[config.mk]
export PLATFORM = sky130hd
export DESIGN_NAME = per_mode_pot_pickup_mapper_core
export DESIGN_NICKNAME = d
export VERILOG_FILES = /design/src/hw/rtl/pmpm_pkg.sv /design/src/hw/rtl/per_mode_pot_pickup_mapper_core.sv
export VERILOG_INCLUDE_DIRS = /design/src /design/src/hw/rtl
export SDC_FILE = /design/constraint.sdc
export NUM_CORES = 1
export LEC_CHECK = 0
export BUFFER_PORTS_ARGS = -buffer_cell sky130_fd_sc_hd__clkbuf_2
export CELL_PAD_IN_SITES_DETAIL_PLACEMENT = 1
export CELL_PAD_IN_SITES_GLOBAL_PLACEMENT = 1
export CORE_MARGIN = 2
export CORE_UTILIZATION = 30
export DETAILED_ROUTE_END_ITERATION = 8
export PLACE_DENSITY_LB_ADDON = 0.25
export SETUP_SLACK_MARGIN = 0.1
export SLEW_MARGIN = 20
export SYNTH_ARGS = -nofsm -noshare
export SYNTH_HDL_FRONTEND = slang
export SYNTH_SLANG_ARGS = --single-unit
[constraint.sdc]
create_clock -name clk -period 10.4 [get_ports clk]
set_input_delay 0.52 -clock clk [delete_from_list [all_inputs] [get_ports clk]]
set_output_delay 0.52 -clock clk [all_outputs]
set_load 0.01 [all_outputs]
[src/hw/rtl/per_mode_pot_pickup_mapper_core_defines.svh]
// Assertion macros shared by the pot pickup mapper RTL.
`ifndef PER_MODE_POT_PICKUP_MAPPER_CORE_DEFINES_SVH
`define PER_MODE_POT_PICKUP_MAPPER_CORE_DEFINES_SVH

`ifndef SYNTH

// Same-cycle implication.
`define PMPM_ASSERT_IMP(lbl, clk, rst, ante, cons) \
  lbl: assert property (@(posedge clk) disable iff (rst) (ante) |-> (cons)) \
    else $error("pickup mapper assertion failed");

// Next-cycle implication.
`define PMPM_ASSERT_NEXT(lbl, clk, rst, ante, cons) \
  lbl: assert property (@(posedge clk) disable iff (rst) (ante) |=> (cons)) \
    else $error("pickup mapper assertion failed");

`else

`define PMPM_ASSERT_IMP(lbl, clk, rst, ante, cons)
`define PMPM_ASSERT_NEXT(lbl, clk, rst, ante, cons)

`endif

`endif

[src/hw/rtl/pmpm_pkg.sv]
// Types, constants and mapping functions of the pot pickup mapper.
package pmpm_pkg;

  localparam int POT_BITS  = 16;
  localparam int Q_BITS    = 16;
  localparam int NUM_MODES = 3;
  localparam int NUM_POTS  = 4;

  localparam int POT_DECAY     = 0;
  localparam int POT_VOLUME    = 1;
  localparam int POT_DIRECTION = 2;
  localparam int POT_MIX       = 3;

  localparam logic [1:0] MODE_NONE = 2'd0;
  localparam logic [1:0] MODE_UP   = 2'd1;
  localparam logic [1:0] MODE_MID  = 2'd2;
  localparam logic [1:0] MODE_DOWN = 2'd3;

  localparam int CFG_ADDR_W = 3;
  localparam int CFG_DATA_W = 32;
  localparam logic REG_IDX_THRESHOLD = 1'b0;
  localparam logic [15:0] THRESHOLD_RESET = 16'd655;

  localparam logic [16:0] Q16_ONE  = 17'd65536;
  localparam logic [15:0] Q16_HALF = 16'd32768;

  // ceil(2^21 / 5); exact floor division for numerators below 2^19
  localparam logic [18:0] RECIP5 = 19'd419431;

  localparam int S_TDATA_W = 64;
  localparam int S_TUSER_W = 2;
  localparam int M_TDATA_W = 88;

  typedef logic [Q_BITS-1:0] pot_t;
  typedef logic [16:0] gain_t;
  typedef pot_t [NUM_POTS-1:0] pot_row_t;

  function automatic pot_t pot_to_q16(input logic [15:0] raw);
    pot_t v;
    v = Q_BITS'(raw[POT_BITS-1:0]);
    return v << (Q_BITS - POT_BITS);
  endfunction

  function automatic gain_t map_wet(input pot_t x);
    return (x < Q16_HALF) ? {x, 1'b0} : Q16_ONE;
  endfunction

  function automatic gain_t map_dry(input pot_t x);
    logic [17:0] two;
    two = 18'd131072 - {1'b0, x, 1'b0};
    return (x < Q16_HALF) ? Q16_ONE : two[16:0];
  endfunction

  // x/5 up to half, else (65536 + 18(x - half))/10, both rounded to nearest
  function automatic gain_t map_volume(input pot_t x);
    logic [15:0] d;
    logic [20:0] hi;
    logic [18:0] num;
    logic [37:0] prod;
    d    = x - Q16_HALF;
    hi   = 21'd65541 + {1'b0, d, 4'b0} + {4'b0, d, 1'b0};
    num  = (x <= Q16_HALF) ? (19'(x) + 19'd2) : hi[19:1];
    prod = num * RECIP5;
    return prod[37:21];
  endfunction

endpackage

[src/hw/rtl/per_mode_pot_pickup_mapper_core.sv]
// Per-mode pot pickup (soft takeover) mapper: top level.
//
// Input stream s_*: one control frame per transfer. s_tuser carries the
// mode switch, s_tdata the four pot readings (Q0.16, low POT_BITS used).
// Output stream m_*: one result per frame: decoded mode and the mapped
// wet/dry gains, direction, playback volume and overdub decay.
// A pot that is locked after a mode change keeps its last output until it
// moves more than pickup_threshold away from the reading stashed for that
// mode.
// The output is registered: a frame accepted at an edge is on m_tdata after
// that edge. One frame per cycle while m_tready stays high; the lock, stash
// and mapping logic sits between the input handshake and the output register.
// s_tready is high whenever the output register is empty or being drained,
// so a stalled receiver holds the result and back-pressures the input.
// Reset clears the mode history, lock flags, held outputs and output valid
// and restores pickup_threshold to 655; the stash needs no clearing.
// APB port: pickup_threshold at byte address 0, writes in the access cycle.
`include "per_mode_pot_pickup_mapper_core_defines.svh"

module per_mode_pot_pickup_mapper_core (
  input  logic                              clk,
  input  logic                              rst,
  input  logic                              s_tvalid,
  output logic                              s_tready,
  // [15:0] decay_pot, [31:16] volume_pot, [47:32] direction_pot, [63:48] mix_pot
  input  logic [pmpm_pkg::S_TDATA_W-1:0]    s_tdata,
  // [0] switch_up, [1] switch_down
  input  logic [pmpm_pkg::S_TUSER_W-1:0]    s_tuser,
  output logic                              m_tvalid,
  input  logic                              m_tready,
  // [1:0] mode, [18:2] wet_level, [35:19] dry_level, [51:36] direction_value,
  // [68:52] play_level, [84:69] decay_level, [87:85] zero
  output logic [pmpm_pkg::M_TDATA_W-1:0]    m_tdata,
  input  logic                              psel,
  input  logic                              penable,
  input  logic                              pwrite,
  input  logic [pmpm_pkg::CFG_ADDR_W-1:0]   paddr,
  input  logic [pmpm_pkg::CFG_DATA_W-1:0]   pwdata,
  output logic [pmpm_pkg::CFG_DATA_W-1:0]   prdata,
  output logic                              pready
);
  import pmpm_pkg::*;

  logic [15:0]        pickup_threshold;
  logic [1:0]         last_mode;
  pot_row_t           stash [NUM_MODES];
  logic [NUM_POTS-1:0] lock_flags [NUM_MODES];

  logic [1:0]         out_mode;
  gain_t              held_wet;
  gain_t              held_dry;
  pot_t               held_direction;
  gain_t              held_volume;
  pot_t               held_decay;

  logic               accept;
  logic [1:0]         mode;
  logic [1:0]         mode_idx;
  logic               mode_changed;
  pot_row_t           pots;
  pot_row_t           ref_row;
  logic [NUM_POTS-1:0] lock_base;
  logic [NUM_POTS-1:0] locks_next;
  pot_t               diff [NUM_POTS];

  // configuration port
  assign pready = 1'b1;
  assign prdata = (paddr[2] == REG_IDX_THRESHOLD) ? CFG_DATA_W'(pickup_threshold)
                                                  : '0;

  always_ff @(posedge clk) begin
    if (rst) begin
      pickup_threshold <= THRESHOLD_RESET;
    end else if (psel && penable && pwrite && pready
                 && paddr[2] == REG_IDX_THRESHOLD) begin
      pickup_threshold <= pwdata[15:0];
    end
  end

  // handshake: output register frees up when drained
  assign s_tready = !m_tvalid || m_tready;
  assign accept   = s_tvalid && s_tready;

  // mode decode, up has priority
  always_comb begin
    if (s_tuser[0]) begin
      mode = MODE_UP;
    end else if (s_tuser[1]) begin
      mode = MODE_DOWN;
    end else begin
      mode = MODE_MID;
    end
  end

  assign mode_idx     = mode - 2'd1;
  assign mode_changed = (mode != last_mode);

  always_comb begin
    for (int i = 0; i < NUM_POTS; i++) begin
      pots[i] = pot_to_q16(s_tdata[16*i +: 16]);
    end
  end

  // a mode change stashes the live readings and locks every pot
  assign ref_row   = mode_changed ? pots : stash[mode_idx];
  assign lock_base = mode_changed ? {NUM_POTS{1'b1}} : lock_flags[mode_idx];

  always_comb begin
    for (int i = 0; i < NUM_POTS; i++) begin
      diff[i] = (pots[i] > ref_row[i]) ? (pots[i] - ref_row[i])
                                       : (ref_row[i] - pots[i]);
      locks_next[i] = lock_base[i] && !(diff[i] > pickup_threshold);
    end
  end

  always_ff @(posedge clk) begin
    if (accept && mode_changed) begin
      stash[mode_idx] <= pots;
    end
  end

  always_ff @(posedge clk) begin
    if (rst) begin
      last_mode <= MODE_NONE;
      for (int k = 0; k < NUM_MODES; k++) begin
        lock_flags[k] <= '0;
      end
      m_tvalid       <= 1'b0;
      out_mode       <= MODE_NONE;
      held_wet       <= '0;
      held_dry       <= '0;
      held_direction <= '0;
      held_volume    <= '0;
      held_decay     <= '0;
    end else begin
      if (accept) begin
        last_mode            <= mode;
        lock_flags[mode_idx] <= locks_next;
        out_mode             <= mode;
        if (!locks_next[POT_MIX]) begin
          held_wet <= map_wet(pots[POT_MIX]);
          held_dry <= map_dry(pots[POT_MIX]);
        end
        if (!locks_next[POT_DIRECTION]) begin
          held_direction <= pots[POT_DIRECTION];
        end
        if (!locks_next[POT_VOLUME]) begin
          held_volume <= map_volume(pots[POT_VOLUME]);
        end
        if (!locks_next[POT_DECAY]) begin
          held_decay <= pots[POT_DECAY];
        end
        m_tvalid <= 1'b1;
      end else if (m_tready) begin
        m_tvalid <= 1'b0;
      end
    end
  end

  assign m_tdata = {3'b000, held_decay, held_volume, held_direction,
                    held_dry, held_wet, out_mode};

  `PMPM_ASSERT_NEXT(a_accept_gives_result, clk, rst, accept, m_tvalid)
  `PMPM_ASSERT_IMP(a_no_overwrite, clk, rst, m_tvalid && !m_tready, !s_tready)
  `PMPM_ASSERT_NEXT(a_change_locks_all, clk, rst, accept && mode_changed,
                    lock_flags[$past(mode_idx)] == {NUM_POTS{1'b1}})
  `PMPM_ASSERT_IMP(a_result_mode_valid, clk, rst, m_tvalid, out_mode != MODE_NONE)

endmodule

==> results.md, run 1 <==
* Final Util at 34.02%
* Hold_sp: s_tvalid
* Reg2Reg Launch Point: out_mode[0]
* Final period util at 81.04%
* Kind of critical path: primary input to flip-flop
* EDFF count, synth at 204
* Starting Density at 30.17%
* CP required at 10.83 ns
* Combinational fraction of design power at 73.2%
* Count leader, synth: inv_1
* Unique masters post-synth at 92
* Antenna fix cells at 0
* Clk pwr share at 13.4%
* Post-synthesis sequential area ratio at 28.99%
* Area share of the largest cell type after synthesis at 21.85%
* Clk sinks at 304
* Total core area at 92,910 µm²
* Headroom to the max-slew limit at 26.19%
* TritonCTS buffer count at 42
* Routed WL per cell at 19.00 µm
* Finished Layout Cells at 4,442
* R2r endpoint: held_wet[16]
* Buffers inserted by post-CTS timing repair at 0
* Critical Path Most Common Cell: fa_1
* Clock transition at path regs at 0.07 ns
* Setup TNS at 0 ns
* Setup crit start: s_tdata[17]
* Peak VDD IR at 0.5102 mV
* Drt via density at 4.928
* Yosys warning count at 0
* GRT Overall Usage at 17.67%
* Leakage at 0.01466 µW
* Critical Path Sink Type: flip-flop
* Initial antenna violation count at 9
* Reg2Reg Setup Slack at 2.74 ns
* Clock Latency Late Sink at 0.59 ns
* Synth Register Bits at 304
* Status: finished clean
* ANT nets after route at 0
* Routed vias at 21,890
* Max Freq at 0.1186 GHz
* CTS tree: yes
* Worst min path class: primary input to flip-flop
* Clock Path Buffers at 3
* Switching Power at 5248 µW
* Pwr Density at 341.7 nW/µm²
* CP Max Fanout at 13
* Total Nets Final at 3,784
* Placement Cell Area at 30,220 µm²
* Die width at 309.7 µm
* Port-buffer cells at 190
* Dpl hpwl at 65,400 µm
* Final instance area at 31,610 µm²
* Critical path arrival at 8.86 ns
* Worst Tran Pin Value at 1.096 ns
* Post-Syn Area at 28,030 µm²
* Filler Cells Inserted at 10,787
* Top_reg_cell synth: edfxtp_1
* Global-route wire length before repair at 132,100 µm
* Remaining DRCs at 0
* Post-CTS Hold Buffers at 0
* Sequential Power Share at 13.4%
* Count of placed standard cells including taps at 4,365
* Largest cells by area after synthesis: edfxtp_1, ha_1, fa_1
* Vias in the first global route at 22,867
* Slowest CP cell: fa_1
* Gr ovfl total at 0
* GP Congestion at 0.8451
* Final Hold Fails at 0
* Yosys top cell by area: edfxtp_1
* Post-synthesis average cell area at 9.270 µm²
* Worst hold path endpoint: m_tvalid
* Hold Crit Depth at 3
* Max Slew Vio Count at 0
* Reg2Reg Depth at 28
* # IOs at 231
* Switching Fraction at 48.60%
* DR pass1 iterations at 4
* Maxcap violations at 0
* Pin count of the biggest net entering global routing at 69
* Post-synth ARST share at 0%
* Skew final at 0.02482 ns
* Fin crit period at 8.428 ns
* Cts repair resizes at 0
* Most frequent cells after synthesis: inv_1, ha_1, a21oi_1
* Final setup vio count at 0
* CTS root buf: clkbuf_16
* Die Y at 309.7 µm
* Die ar. at 95,900 µm²
* Standard-cell row count at 112
* CP peak stage delay at 0.62 ns
* Layout cell share with drive strength beyond 1 at 11.14%
* P&R area growth vs syn at 12.75%
* Post-Syn Instances at 3,024
* H-tree levels at 2
* Internal at 5551 µW
* RSZ-0062 raised after global routing: no
* Initial drt markers at 840
* CP Launch Type: primary input
* DRT Wirelength at 84,390 µm
-- flip-flops by register name, indices dropped and copies added (netlist names) --
name and cells:
stash 192, held_volume 17, held_decay 16, held_direction 16
held_dry 16, held_wet 16, pickup_threshold 16, lock_flags 12
out_mode 2, m_tvalid 1
-- area by class of cell --
type                       count  area (µm²)  area share [%]
clock inverter                23       241.5          0.7640
inverter                     430        1615           5.111
sequential                   304        8128           25.72
clock buffer                  54        1136           3.594
timing repair buffer         218        1169           3.697
tap                         1254        1569           4.964
multi-input combinational   2159       17750           56.15
-- cells by family (layout without fill, tap and decap cells) --
| group | after synthesis | count (layout) | share of synthesized area, % |
|---|---|---|---|
| compound gates | 667 | 667 | 15.54 |
| xor+xnor | 117 | 117 | 3.655 |
| fa+ha+maj | 521 | 521 | 26.92 |
| buf+inv | 581 | 725 | 8.244 |
| flops | 304 | 304 | 28.99 |
| mux | 114 | 114 | 4.142 |
| other cells | 2 | 22 | 0.02679 |
| simple gates | 718 | 718 | 12.48 |
-- per-stage QoR --
stage	hold WS [ns]	setup slack, ns	total power [µW]
global placement	0.4401	1.345	9390
global route	0.1358	1.314	12170
finish	0.1606	1.972	10800
detailed placement	0.4459	1.336	9411
CTS	0.1164	1.931	11000
floorplan	0.4363	2.725	7320
-- power by group through the flow --
stage                     sequential (µW)  clock (µW)  combinational [µW]
after floorplan                      1490           0                5830
after CTS                            1450        1500                8060
after global routing                 1460        1540                9180
after global placement               1470           0                7920
final                                1450        1450                7910
after detailed placement             1470           0                7940
-- how the worst max path moves through the flow --
stage	to	cells past startpoint	slack (ns)
global route	held_volume[10]	32	1.31
global placement	held_volume[10]	32	1.35
floorplan	held_volume[10]	31	2.73
CTS	held_volume[16]	29	1.93
detailed placement	held_volume[16]	29	1.34
finish	held_volume[16]	29	1.97
-- routing by layer --
| metal | GRT usage (%) | up-vias | routed length [µm] |
|---|---|---|---|
| li1 | - | 10770 | - |
| met5 | 0 | - | 97 |
| met2 | 30.82 | 259 | 41110 |
| met3 | 2.951 | 104 | 3184 |
| met4 | 3.929 | 16 | 1614 |
| met1 | 22.78 | 10741 | 38390 |
-- worst max-delay path: cells and delay by family --
family	cells	cell delay, ns
adders and majority gates	9	4.06
AOI/OAI and AO/OA	11	3.21
and+or+nand+nor	5	0.60
buffers and inverters	3	0.35
xor gates and xnor gates	1	0.08
-- placed cells by master (no fill, tap or decap), types with 17 or more instances in the layout --
master and n:
a211oi_1 25, a21o_1 84, a21oi_1 268, a31o_2 22, a31oi_1 21, a32oi_1 18
and3_1 17, buf_4 31, clkbuf_16 42, clkbuf_2 187, conb_1 22, dfxtp_1 100
edfxtp_1 204, fa_1 137, ha_1 384, inv_1 429, mux2i_1 103, nand2_1 158
nand2b_1 21, nand3_1 77, nand4_1 31, nor2_1 236, nor2b_1 36, nor3_1 49
o21a_1 20, o21ai_0 57, o21ai_1 19, o41ai_1 17, xnor2_1 69, xor2_1 48
(Power assumes the default switching activity.)
==> run 2, diff against run 1 <==
- clock period: 10.4 -> 8.3 ns (I/O delays scaled with it)
==> results.md, run 2 (synthesized netlist as in run 1, its figures left out) <==
* CP required at 8.74 ns (-2.09 ns)
* Fin crit period at 7.680 ns
* GP Congestion at 0.8561 (+1.3%)
* Port-buffer cells at 190 (unchanged)
* Final total power at 14,130 µW (+31%)
* Clock transition at path regs at 0.06 ns (about the same)
* Critical Path Most Common Cell: fa_1
* Pwr Density at 438.4 nW/µm² (+28%)
* P&R area growth vs syn at 14.97%
* Maxcap violations at 0 (unchanged)
* CTS tree: yes
* Most common cell after layout, fill and taps aside: inv_1
* Global route hottest layer: met2
* M2 GR Usage at 31.35% (+0.53 points)
* DRT Wirelength at 86,530 µm (+2.5%)
* Remaining DRCs at 0 (unchanged)
* Total Nets Final at 3,870 (+2.3%)
* Initial antenna violation count at 9 (unchanged)
* Filler Cells Inserted at 10,931 (+1.3%)
* Max reg flops at 192 (unchanged)
* Critical Path Sink Type: flip-flop
* Critical path arrival at 8.12 ns (-0.74 ns)
* Area of the multi-input gates at 17,770 µm² (about the same)
* Highest-count cells in the layout ignoring fill and taps: inv_1, ha_1, a21oi_1
* Die ar. at 95,900 µm² (unchanged)
* Worst hold slack at 0.04225 ns (-0.1184 ns)
* Standard-cell row count at 112 (unchanged)
* CP peak stage delay at 0.57 ns (-0.05 ns)
* Vias in the first global route at 23,458 (+2.6%)
* Max Freq at 0.1302 GHz
* Kind of critical path: primary input to flip-flop
* CTS root buf: clkbuf_16
* Peak VDD IR at 0.7005 mV (+37%)
* Slowest CP cell: fa_1
* RSZ-0062 raised after global routing: no
* Sequential cell area at 8128 µm² (unchanged)
* Total core area at 92,910 µm² (unchanged)
* Met3 Usage GRT at 3.135% (+0.18 points)
* Worst min path class: primary input to flip-flop
* Clock Path Buffers at 3 (unchanged)
* Dpl hpwl at 66,970 µm (+2.4%)
* GRT Overall Usage at 18.12% (+0.44 points)
* Starting Density at 30.17% (unchanged)
* # IOs at 231 (unchanged)
* Headroom to the max-slew limit at 38.43% (+12 points)
* Drt via density at 4.891 (-0.76%)
* ANT nets after route at 0 (unchanged)
* Worst Tran Pin Value at 0.9235 ns (-0.1720 ns)
* Global-route wire length before repair at 134,800 µm (+2.0%)
* DR pass1 iterations at 4 (unchanged)
* Final setup vio count at 0 (unchanged)
* Pin count of the biggest net entering global routing at 113 (+64%)
* Max Slew Vio Count at 0 (unchanged)
* Finished Layout Cells at 4,530 (+2.0%)
* Final Util at 34.69% (+0.67 points)
* Layout cell share with drive strength beyond 1 at 13.50% (+2.4 points)
* Biggest regs: stash x192, held_volume x17
* Biggest register: stash
* Clk sinks at 304 (unchanged)
* Die Y at 309.7 µm (unchanged)
* Leakage at 0.01508 µW (+2.9%)
* TritonCTS buffer count at 40 (-4.8%)
* Count of placed standard cells including taps at 4,450 (+1.9%)
* Status: finished clean
* Initial drt markers at 817 (-2.7%)
* CP Max Fanout at 4 (-9)
* Clock Latency Late Sink at 0.60 ns (about the same)
* Die width at 309.7 µm (unchanged)
* H-tree levels at 2 (unchanged)
* Routed WL per cell at 19.10 µm (+0.53%)
* Routed vias at 22,154 (+1.2%)
* Gr ovfl total at 0 (unchanged)
* Skew final at 0.02757 ns (+0.002745 ns)
* Final Hold Fails at 0 (unchanged)
* Grt met1 use at 23.02% (+0.23 points)
* CP Launch Type: primary input
* Final period util at 92.52%
## run 2: cell count changes in the layout (fill, tap and decap cells not counted), moves of 2 or more
cell | before | now
clkinvlp_4 | 4 | 1
inv_16 | 0 | 2
clkinv_2 | 7 | 14
clkbuf_8 | 4 | 2
buf_12 | 0 | 3
diode_2 | 0 | 3
bufinv_16 | 3 | 1
buf_4 | 31 | 114
dlygate4sd3_1 | 0 | 2
## run 2: area by class of cell
cell class / count / share of cell area [%]
Multi-Input combinational cell: 2159 / 55.12
Clock inverter: 24 / 0.5940
Clock buffer: 50 / 3.350
Timing Repair Buffer: 306 / 5.808
Inverter: 430 / 5.012
Antenna cell: 3 / 0.02329
Sequential cell: 304 / 25.22
Tap cell: 1254 / 4.868
## run 2: worst paths after layout
kind                             startpoint                  end  slack (ns)  cells past startpoint
worst max-delay path            s_tdata[17]      held_volume[16]        0.62                     35
worst min-delay path              pwdata[0]  pickup_threshold[0]        0.04                      3
worst max register to register  out_mode[0]       held_decay[15]        1.40                     28
worst min register to register  held_dry[6]          held_dry[6]        0.45                      2
## run 2: layer usage
layer	wire length, µm	vias up	part of all wire, %
li1	-	10925	-
met1	39260	10844	45
met2	41440	259	48
met3	3379	114	3.9
met4	2379	12	2.7
met5	65	-	0.075
## run 2: timing repair
action / 4_1_cts / 5_1_grt
setup endpoints to repair: 0 / 7
buffers inserted: 0 / 1
hold buffers: 2 / 0
resized for setup: 0 / 3
hold endpoints to repair: 2 / 0
## run 2: where the power goes
group / total, µW / switching [µW] / internal [µW]
logic: 10600 / 5950 / 4660
clock network: 1710 / 741 / 968
registers: 1810 / 60.4 / 1750
## run 2: worst max-delay path, delay by kind of cell
family | cells | cell delay, ns
compound gates | 12 | 2.25
buf+inv | 8 | 0.80
simple gates | 5 | 0.71
fa+ha+maj | 9 | 3.79
xor+xnor | 1 | 0.14
## run 2: stage by stage
stage | setup TNS, ns | setup WS [ns] | area [µm²]
floorplan | 0 | 0.7303 | 28110
global placement | -0.2289 | -0.1132 | 30900
detailed placement | -0.1875 | -0.1043 | 30900
CTS | 0 | 0.4843 | 32190
finish | 0 | 0.6204 | 32230
global route | 0 | 0.1246 | 32220
